### config.mk
export PLATFORM = sky130hd
export DESIGN_NAME = object_pool_allocator_unit
export DESIGN_NICKNAME = d
export VERILOG_FILES = /design/src/design/opa_pkg.sv /design/src/design/object_pool_allocator_unit.sv /design/src/design/opa_ram.sv /design/src/design/opa_ctrl.sv
export SDC_FILE = /design/constraint.sdc
export NUM_CORES = 2
export LEC_CHECK = 0
export BUFFER_PORTS_ARGS = -buffer_cell sky130_fd_sc_hd__buf_2
export CAP_MARGIN = 25
export CELL_PAD_IN_SITES_DETAIL_PLACEMENT = 2
export CELL_PAD_IN_SITES_GLOBAL_PLACEMENT = 2
export CORE_MARGIN = 4
export CORE_UTILIZATION = 49
export DETAILED_ROUTE_END_ITERATION = 8
export GPL_TIMING_DRIVEN = 0
export PLACE_DENSITY_LB_ADDON = 0.1
export SLEW_MARGIN = 20
export SYNTH_ARGS = -nofsm -noshare
export SYNTH_HDL_FRONTEND = slang
export SYNTH_SLANG_ARGS = --single-unit
### constraint.sdc
create_clock -name clk -period 22.5 [get_ports clk]
set_input_delay 1.125 -clock clk [delete_from_list [all_inputs] [get_ports clk]]
set_output_delay 1.125 -clock clk [all_outputs]
set_load 0.01 [all_outputs]
### src/design/opa_pkg.sv
// Package: shared types and constants for the object pool allocator.
`default_nettype none

package opa_pkg;

  // Pool geometry
  localparam int POOL_SIZE = 256;
  localparam int HANDLE_W  = 8;
  localparam int CNT_W     = $clog2(POOL_SIZE + 1);

  // Command codes
  localparam logic [1:0] OP_ALLOC = 2'd0;
  localparam logic [1:0] OP_TRY   = 2'd1;
  localparam logic [1:0] OP_FREE  = 2'd2;

  // Status codes
  localparam logic [1:0] ST_OK        = 2'd0;
  localparam logic [1:0] ST_EMPTY     = 2'd1;
  localparam logic [1:0] ST_INVALID   = 2'd2;
  localparam logic [1:0] ST_EXHAUSTED = 2'd3;

  // Command transaction
  typedef struct packed {
    logic [1:0]          opcode;
    logic [HANDLE_W-1:0] handle_in;
  } opa_cmd_t;

  // Result transaction
  typedef struct packed {
    logic [HANDLE_W-1:0] handle_out;
    logic [1:0]          status;
  } opa_result_t;

  // Free-list memory request from the control logic
  typedef struct packed {
    logic                we;
    logic                pop;
    logic [HANDLE_W-1:0] waddr;
    logic [HANDLE_W-1:0] wdata;
    logic [HANDLE_W-1:0] raddr;
  } opa_qport_t;

endpackage

`default_nettype wire

### src/design/object_pool_allocator_unit.sv
// Top level: handle pool allocator with a FIFO free list.
//
// One command transaction per clock: busy stays low, so start may be held high
// every cycle. Each command gives exactly one result. Each result sits on result
// with done high for a single cycle, after passing the input register and then
// the result register. Results cannot be held off: the receiver must take each
// one in its cycle. Allocate reuses the oldest freed handle, else the next fresh
// handle, else reports exhaustion; try allocate only reuses; deallocate checks
// the allocated bitmap. The bitmap clears at reset with no clearing pass, so the
// block takes commands as soon as reset is released. The free list sits in a RAM
// whose read address is the next head position, so its read data holds the head.
`default_nettype none

module object_pool_allocator_unit
  import opa_pkg::*;
(
  input  wire logic     clk,
  input  wire logic     rst,
  input  wire logic     start,
  output logic          busy,
  input  wire opa_cmd_t cmd,
  output logic          done,
  output opa_result_t   result
);

  logic                req_valid;
  opa_cmd_t            req;
  opa_result_t         result_next;
  opa_qport_t          qport;
  logic [HANDLE_W-1:0] q_rdata;

  assign busy = 1'b0;

  // Input register
  always_ff @(posedge clk) begin
    if (rst) begin
      req_valid <= 1'b0;
    end else begin
      req_valid <= start && !busy;
    end
  end

  always_ff @(posedge clk) begin
    req <= cmd;
  end

  // Decision logic and state
  opa_ctrl u_ctrl (
    .clk         (clk),
    .rst         (rst),
    .req_valid   (req_valid),
    .req         (req),
    .q_rdata     (q_rdata),
    .qport       (qport),
    .result_next (result_next)
  );

  // Free-list storage
  opa_ram #(
    .WIDTH (HANDLE_W),
    .DEPTH (POOL_SIZE)
  ) u_free_ram (
    .clk   (clk),
    .we    (qport.we),
    .waddr (qport.waddr),
    .wdata (qport.wdata),
    .raddr (qport.raddr),
    .rdata (q_rdata)
  );

  // Result register
  always_ff @(posedge clk) begin
    if (rst) begin
      done <= 1'b0;
    end else begin
      done <= req_valid;
    end
  end

  always_ff @(posedge clk) begin
    result <= result_next;
  end

  // Checks
  a_push_pop_excl: assert property (@(posedge clk) disable iff (rst)
    !(qport.we && qport.pop))
    else $error("free list pushed and popped in one cycle");

  a_error_zero: assert property (@(posedge clk) disable iff (rst)
    done && (result.status != ST_OK) |-> (result.handle_out == '0))
    else $error("nonzero handle with error status");

  a_invalid_free: assert property (@(posedge clk) disable iff (rst)
    req_valid && (result_next.status == ST_INVALID) |-> (req.opcode == OP_FREE))
    else $error("invalid status on a command that is not deallocate");

  a_empty_try: assert property (@(posedge clk) disable iff (rst)
    req_valid && (result_next.status == ST_EMPTY) |-> (req.opcode == OP_TRY))
    else $error("empty status on a command that is not try allocate");

endmodule

`default_nettype wire

### src/design/opa_ram.sv
// Generic single-port-write, single-port-read RAM with registered read data.
`default_nettype none

module opa_ram #(
  parameter int WIDTH  = 8,
  parameter int DEPTH  = 256,
  parameter int ADDR_W = $clog2(DEPTH)
) (
  input  wire logic              clk,
  input  wire logic              we,
  input  wire logic [ADDR_W-1:0] waddr,
  input  wire logic [WIDTH-1:0]  wdata,
  input  wire logic [ADDR_W-1:0] raddr,
  output logic      [WIDTH-1:0]  rdata
);

  logic [WIDTH-1:0] mem [DEPTH];

  // Write port, read returns the old contents on an address collision
  always_ff @(posedge clk) begin
    if (we) begin
      mem[waddr] <= wdata;
    end
    rdata <= mem[raddr];
  end

endmodule

`default_nettype wire

### src/design/opa_ctrl.sv
// Allocator control: bitmap, free-list pointers, fresh counter and decision logic.
`default_nettype none

module opa_ctrl
  import opa_pkg::*;
(
  input  wire logic                clk,
  input  wire logic                rst,
  input  wire logic                req_valid,
  input  wire opa_cmd_t            req,
  input  wire logic [HANDLE_W-1:0] q_rdata,
  output opa_qport_t               qport,
  output opa_result_t              result_next
);

  logic [POOL_SIZE-1:0] alloc_map;
  logic [POOL_SIZE-1:0] alloc_map_next;
  logic [HANDLE_W-1:0]  queue_head;
  logic [HANDLE_W-1:0]  queue_head_next;
  logic [HANDLE_W-1:0]  queue_tail;
  logic [HANDLE_W-1:0]  queue_tail_next;
  logic [CNT_W-1:0]     queue_count;
  logic [CNT_W-1:0]     queue_count_next;
  logic [CNT_W-1:0]     fresh_count;
  logic [CNT_W-1:0]     fresh_count_next;
  logic                 fwd_valid;
  logic                 fwd_valid_next;
  logic [HANDLE_W-1:0]  fwd_data;
  logic [HANDLE_W-1:0]  head_data;
  logic                 have_freed;
  logic                 have_fresh;
  logic                 pop;
  logic                 push;

  // Oldest freed handle: bypass covers a push that landed on the read address
  assign head_data  = fwd_valid ? fwd_data : q_rdata;
  assign have_freed = (queue_count != '0);
  assign have_fresh = (fresh_count < CNT_W'(POOL_SIZE));

  // Decide the outcome of the registered command
  always_comb begin
    alloc_map_next   = alloc_map;
    queue_count_next = queue_count;
    fresh_count_next = fresh_count;
    queue_tail_next  = queue_tail;
    pop              = 1'b0;
    push             = 1'b0;
    result_next      = '{handle_out: '0, status: ST_OK};
    if (req_valid) begin
      unique case (req.opcode)
        OP_ALLOC: begin
          if (have_freed) begin
            pop                     = 1'b1;
            result_next.handle_out  = head_data;
            alloc_map_next[head_data] = 1'b1;
          end else if (have_fresh) begin
            result_next.handle_out  = fresh_count[HANDLE_W-1:0];
            alloc_map_next[fresh_count[HANDLE_W-1:0]] = 1'b1;
            fresh_count_next        = fresh_count + CNT_W'(1);
          end else begin
            result_next.status = ST_EXHAUSTED;
          end
        end
        OP_TRY: begin
          if (have_freed) begin
            pop                     = 1'b1;
            result_next.handle_out  = head_data;
            alloc_map_next[head_data] = 1'b1;
          end else begin
            result_next.status = ST_EMPTY;
          end
        end
        OP_FREE: begin
          if (alloc_map[req.handle_in]) begin
            if (queue_count < CNT_W'(POOL_SIZE)) begin
              push                          = 1'b1;
              alloc_map_next[req.handle_in] = 1'b0;
              queue_tail_next               = queue_tail + HANDLE_W'(1);
            end
          end else begin
            result_next.status = ST_INVALID;
          end
        end
        default: begin
          // unused code: no state change, zero result
        end
      endcase
      if (pop) begin
        queue_count_next = queue_count - CNT_W'(1);
      end else if (push) begin
        queue_count_next = queue_count + CNT_W'(1);
      end
    end
  end

  assign queue_head_next = pop ? queue_head + HANDLE_W'(1) : queue_head;
  assign fwd_valid_next  = push && (queue_tail == queue_head_next);

  // Free-list memory request: always read ahead at the next head position
  always_comb begin
    qport.we    = push;
    qport.pop   = pop;
    qport.waddr = queue_tail;
    qport.wdata = req.handle_in;
    qport.raddr = queue_head_next;
  end

  // Control state
  always_ff @(posedge clk) begin
    if (rst) begin
      alloc_map   <= '0;
      queue_head  <= '0;
      queue_tail  <= '0;
      queue_count <= '0;
      fresh_count <= '0;
      fwd_valid   <= 1'b0;
    end else begin
      alloc_map   <= alloc_map_next;
      queue_head  <= queue_head_next;
      queue_tail  <= queue_tail_next;
      queue_count <= queue_count_next;
      fresh_count <= fresh_count_next;
      fwd_valid   <= fwd_valid_next;
    end
  end

  // Bypass data
  always_ff @(posedge clk) begin
    fwd_data <= req.handle_in;
  end

endmodule

`default_nettype wire

==> results of run 1 <==
-- metal layers --
metal  global-route usage  GRT overflow
met1                0.727             0
met5                0.318             0
met4                0.668            16
met3                0.537             0
met2                0.877             9
-- logic make-up after synthesis --
group | after synthesis
and+or+nand+nor | 2571
DFF | 2377
AOI/OAI and AO/OA | 1903
buffers and inverters | 656
muxes | 179
xor gates and xnor gates | 33
adders and majority gates | 21
other | 1
-- synth_stat cells (33+ instances only) --
master	number	share of area
o22ai_1	511	0.033
nand3_1	297	0.015
a32oi_1	33	0.0030
nand2_1	1405	0.054
nor2_1	381	0.015
a211oi_1	39	0.0030
and3_1	51	0.0033
buf_1	54	0.0021
edfxtp_1	2048	0.63
clkbuf_1	423	0.016
o21ai_0	586	0.030
mux2i_1	83	0.0085
a21oi_1	205	0.010
a31oi_1	75	0.0048
mux4_2	90	0.021
nand4_1	36	0.0023
nor3_1	269	0.014
a311oi_1	41	0.0037
a32o_1	254	0.026
buf_2	108	0.0055
dfxtp_1	329	0.067
-- stage by stage --
step                      utilization  std cells  area [sq um]
after global placement          0.512      10400        101000
after floorplan                     -       7741         97800
after detailed placement        0.523      10500        103000
after CTS                       0.564      11000        112000
==> results by group, run 1 <==
Outcome
  • Status: aborted with a tool error
  • Fail Step: global routing
  • Err: [ERROR GRT-0232] Routing congestion too high. Check the congestion heatmap in the GUI.

Placed design
  • Post-Place Worst Slack: between 10 and 15 ns
  • GPL Wtd Cong: between 1 and 1.5
  • Post-DP HPWL: between 300 and 400 mm
  • Port Buffer Count: 22

Floorplan
  • Initial core utilization: 0.494
  • FP Rows: 163
  • Io pins: 25
  • DIE WIDTH: 455 um
  • Die extent in y: about 450 um

Synth
  • Async set-reset flop share out of synthesis: 0
  • Synth cell types: 83
  • Yosys warns: 0
  • Simple-Gate Fraction of Synth Area: 0.112
  • Compound-gate portion of the synthesized area: 0.128
  • Mux share of post-synthesis cell area: 0.0299
  • Avg Cell Area, Syn: about 13 sq um
  • Sequential fraction of the synthesis area: 0.696
  • Synth Net Count: roughly 7800
  • Largest family of logic cells by synthesized area: compound AO/OA/AOI/OAI gates
  • Post-synthesis adder-cell area fraction: 0.00276
  • Post-Synth XOR/XNOR Area: 0.00295
  • Gate Count Post-Synth: 7741
  • Netlist Area Pre-Place: between 90000 and 100000 sq um
  • Flops & latches, synth: ~2400
  • Post-synth EDFFs: 2048
  • Top FF cell, synth: edfxtp_1

Global route
  • Antenna violations before repair: between 100 and 150
  • GRT overflow: 25
  • GRT Util Overall: 0.708
  • Largest net degree at the start of global routing: 77

CTS
  • H-Tree Level Count: 5
  • CTS Hold Bufs: 0
  • Postcts setup bufs: 0
  • # clock sinks: 2377
  • CTS Root Cell: clkbuf_16
  • Post-CTS Resized: 0
  • Number of buffers created by CTS: 278
  • Maximum clock insertion buffer count: 4
==> inputs of run 2 (changes only) <==
CELL_PAD_IN_SITES_DETAIL_PLACEMENT = unset   (was 2)
CELL_PAD_IN_SITES_GLOBAL_PLACEMENT = unset   (was 2)
CORE_UTILIZATION = 40   (was 49)
PLACE_DENSITY_LB_ADDON = 0.15   (was 0.1)
==> run 2 against run 1 <==
Against the previous run:
- synthesized cell count is the same
- the run now ends clean
- area after synthesis is the same
==> results by group, run 2 <==
Outcome
  • Status: finished clean

Synth
  • Share of the synthesized area in the top cell type: 0.629
  • Flops & latches, synth: roughly 2400
  • Synth Net Count: about 8000
  • Post-synth EDFFs: 2048
  • Sequential fraction of the synthesis area: 0.696
  • Count leader, synth: edfxtp_1
  • Yosys warns: 0
  • Avg Cell Area, Syn: 12.6 sq um
  • Synth cell types: slightly above 80
  • Top post-synthesis cells by count: 2048 x edfxtp_1, 1405 x nand2_1, 586 x o21ai_0, 511 x o22ai_1, 423 x clkbuf_1
  • Top cells by area, synth: edfxtp_1 63%, dfxtp_1 6.7%, nand2_1 5.4%
  • Netlist Area Pre-Place: ~98000 sq um
  • Async set-reset flop share out of synthesis: 0
  • Synth area leader: edfxtp_1
  • Gate Count Post-Synth: between 7000 and 8000
  • Top FF cell, synth: edfxtp_1

Setup path
  • Worst Reg-to-Reg Cells: 15
  • CP Max Fanout: 10
  • Reg2reg start: req[8]
  • Worst Path Class, Setup: register to register
  • Crit path to: u_free_ram.rdata[5]
  • Worst reg2reg path endpoint: u_free_ram.rdata[5]
  • CP Launch Point: req[8]
  • Worst R2R Setup Slack: around 14 ns
  • Startpoint class of the critical path: register
  • Critical Path RT: 23.24 ns
  • Setup crit end kind: register
  • CP arrival: about 8.8 ns

Worst hold path
  • Worst Hold Depth: 1
  • Worst hold path class: primary input to register

Floorplan
  • Io pins: 25
  • Die area: 253000 sq um
  • Core Footprint: approximately 240000 sq um
  • Initial core utilization: 0.402
  • DIE WIDTH: approximately 500 um
  • FP Rows: approximately 180
  • Die extent in y: 502 um

CTS
  • CTS Hold Bufs: 0
  • Reg clk slew, reported paths: 0.05 ns
  • Postcts setup bufs: 0
  • Number of buffers created by CTS: between 200 and 300
  • # clock sinks: 2377
  • Maximum clock insertion buffer count: 4
  • Post-CTS Resized: 0
  • TritonCTS clock tree: built
  • H-Tree Level Count: 5
  • CTS Root Cell: clkbuf_16
  • Later-pin clock latency in the skew report: 0.98 ns

Final layout
  • Final nets: approximately 8200
  • Synth-to-layout area growth: 15.7%
  • Max reg flops: between 2000 and 2500
  • FF+latch area: 68100 sq um
  • Final Cell Area: approximately 110000 sq um
  • Most frequent cells in the layout: 2048 x edfxtp_1, 1405 x nand2_1, 578 x o21ai_0
  • Fill cells: around 22000
  • Commonest non-fill, non-tap cell in the layout: edfxtp_1
  • Regs by FF count: u_free_ram.mem (2048), u_ctrl.alloc_map (256)
  • Final Core Density: 0.465
  • Layout cells sized above 1: 0.108
  • Area of the multi-input gates: between 20000 and 30000 sq um
  • Register with the most flip-flops: u_free_ram.mem

Global route
  • GRT overflow: 0
  • Met1 Use GR: 0.463
  • Antenna violations before repair: a little over 40
  • First-pass GRT wire length: approximately 600 mm
  • M2 GR Usage: 0.484
  • Vias in the first global route: 70000
  • Largest net degree at the start of global routing: 78
  • GRT Util Overall: 0.337
  • Most Crowded Layer GR: met2
  • GR Util met3: 0.111

Timing
  • Worst Skew: 0.0863 ns
  • RSZ-0062 raised after global routing: false
  • Setup WS post-layout: between 10 and 15 ns
  • Final hold viol count: 0
  • Fmax: ~120 MHz
  • Final period util: 0.358
  • Final worst path period need: around 8 ns
  • Slew HR: 0.166
  • Least-Margin Pin Slew: about 1.3 ns
  • Hold Worst Slack: about 0.28 ns
  • Final Slew Violations: 0
  • Setup TNS after final layout: 0 ns
  • Final setup fails: 0

Power and ir drop
  • Lkg Pwr: 35.5 nW
  • P per Cell Area: around 86 nW/um^2
  • Worst vdd ir: about 0.069 mV

Routing
  • 1st-iter DRT viols: ~13000
  • Routed Antenna Nets: 0
  • DRC: 0
  • Post-Route WL: 437 mm
  • Routed len/inst: between 30 and 40 um
  • Vias per cell: around 6.6
  • Vias: 76300
  • TritonRoute pass-1 iters: 7

Placed design
  • Post-DP HPWL: 311 mm
  • DP Area: around 100000 sq um
  • Post-Place Worst Slack: 14.75 ns
  • Port Buffer Count: 22
  • GPL Wtd Cong: between 1 and 1.5

Job
  • Max cap viols: 0
==> run 2: where the power goes <==
group          internal, W  switching, W
clock network      0.00262       0.00182
registers          0.00478     0.0000165
logic             0.000110      0.000416
total              0.00751       0.00225
==> run 2: cells by family after synthesis <==
family / synth area share
XOR/XNOR: 0.00295
other: 0.0000383
AO/OA/AOI/OAI: 0.128
flip-flops: 0.696
AND/OR/NAND/NOR: 0.112
adder cells (fa/ha/maj): 0.00276
buffers and inverters: 0.0287
multiplexers: 0.0299
==> run 2: critical path, cell delays in order, from the launching register on <==
cell and delay [ns]:
dfxtp_1 0.39, inv_1 0.08, ha_1 0.37, o21ai_0 0.78, a311oi_2 0.29, a22oi_1 1.00, clkbuf_1 0.93, clkbuf_1 0.38
buf_6 0.26, clkbuf_1 0.90, o22ai_1 0.33, nor3_1 0.80, a31oi_1 0.19, nand3_1 0.25, nor3_1 0.16, nor4_1 0.71
==> run 2: worst min-delay path by stage <==
stage	endpoint	start
after floorplan	u_ctrl.alloc_map[214]	u_ctrl.alloc_map[214]
final	req[5]	cmd[5]
after global routing	req[7]	cmd[7]
after detailed placement	u_ctrl.alloc_map[30]	u_ctrl.alloc_map[30]
after global placement	u_ctrl.alloc_map[31]	u_ctrl.alloc_map[31]
after CTS	req[5]	cmd[5]
==> run 2: cell type report <==
| class | count | share of cell area |
|---|---|---|
| multi-input cells | 4708 | 0.241 |
| plain buffers | 625 | 0.0242 |
| inverters | 31 | 0.00103 |
| diodes | 19 | 0.000420 |
| clock buffers | 355 | 0.0663 |
| repair buffers | 180 | 0.0195 |
| well taps | 3202 | 0.0354 |
| flip-flops and latches | 2377 | 0.602 |
| clock inverters | 117 | 0.0105 |
==> run 2: per-stage QoR <==
stage	total power, W	std cells
6_report	0.00976	11600
3_3_place_gp	0.00539	11000
2_1_floorplan	0.00512	7741
3_5_place_dp	0.00539	11100
5_1_grt	0.00996	11600
4_1_cts	0.00975	11600
==> run 2: layer usage <==
metal | up-vias | share of wire
met1 | 38900 | 0.39
met5 | - | 0.00034
met4 | 24 | 0.054
li1 | 30600 | -
met2 | 5626 | 0.42
met3 | 1130 | 0.14
Power figures use the tool's default switching activity.
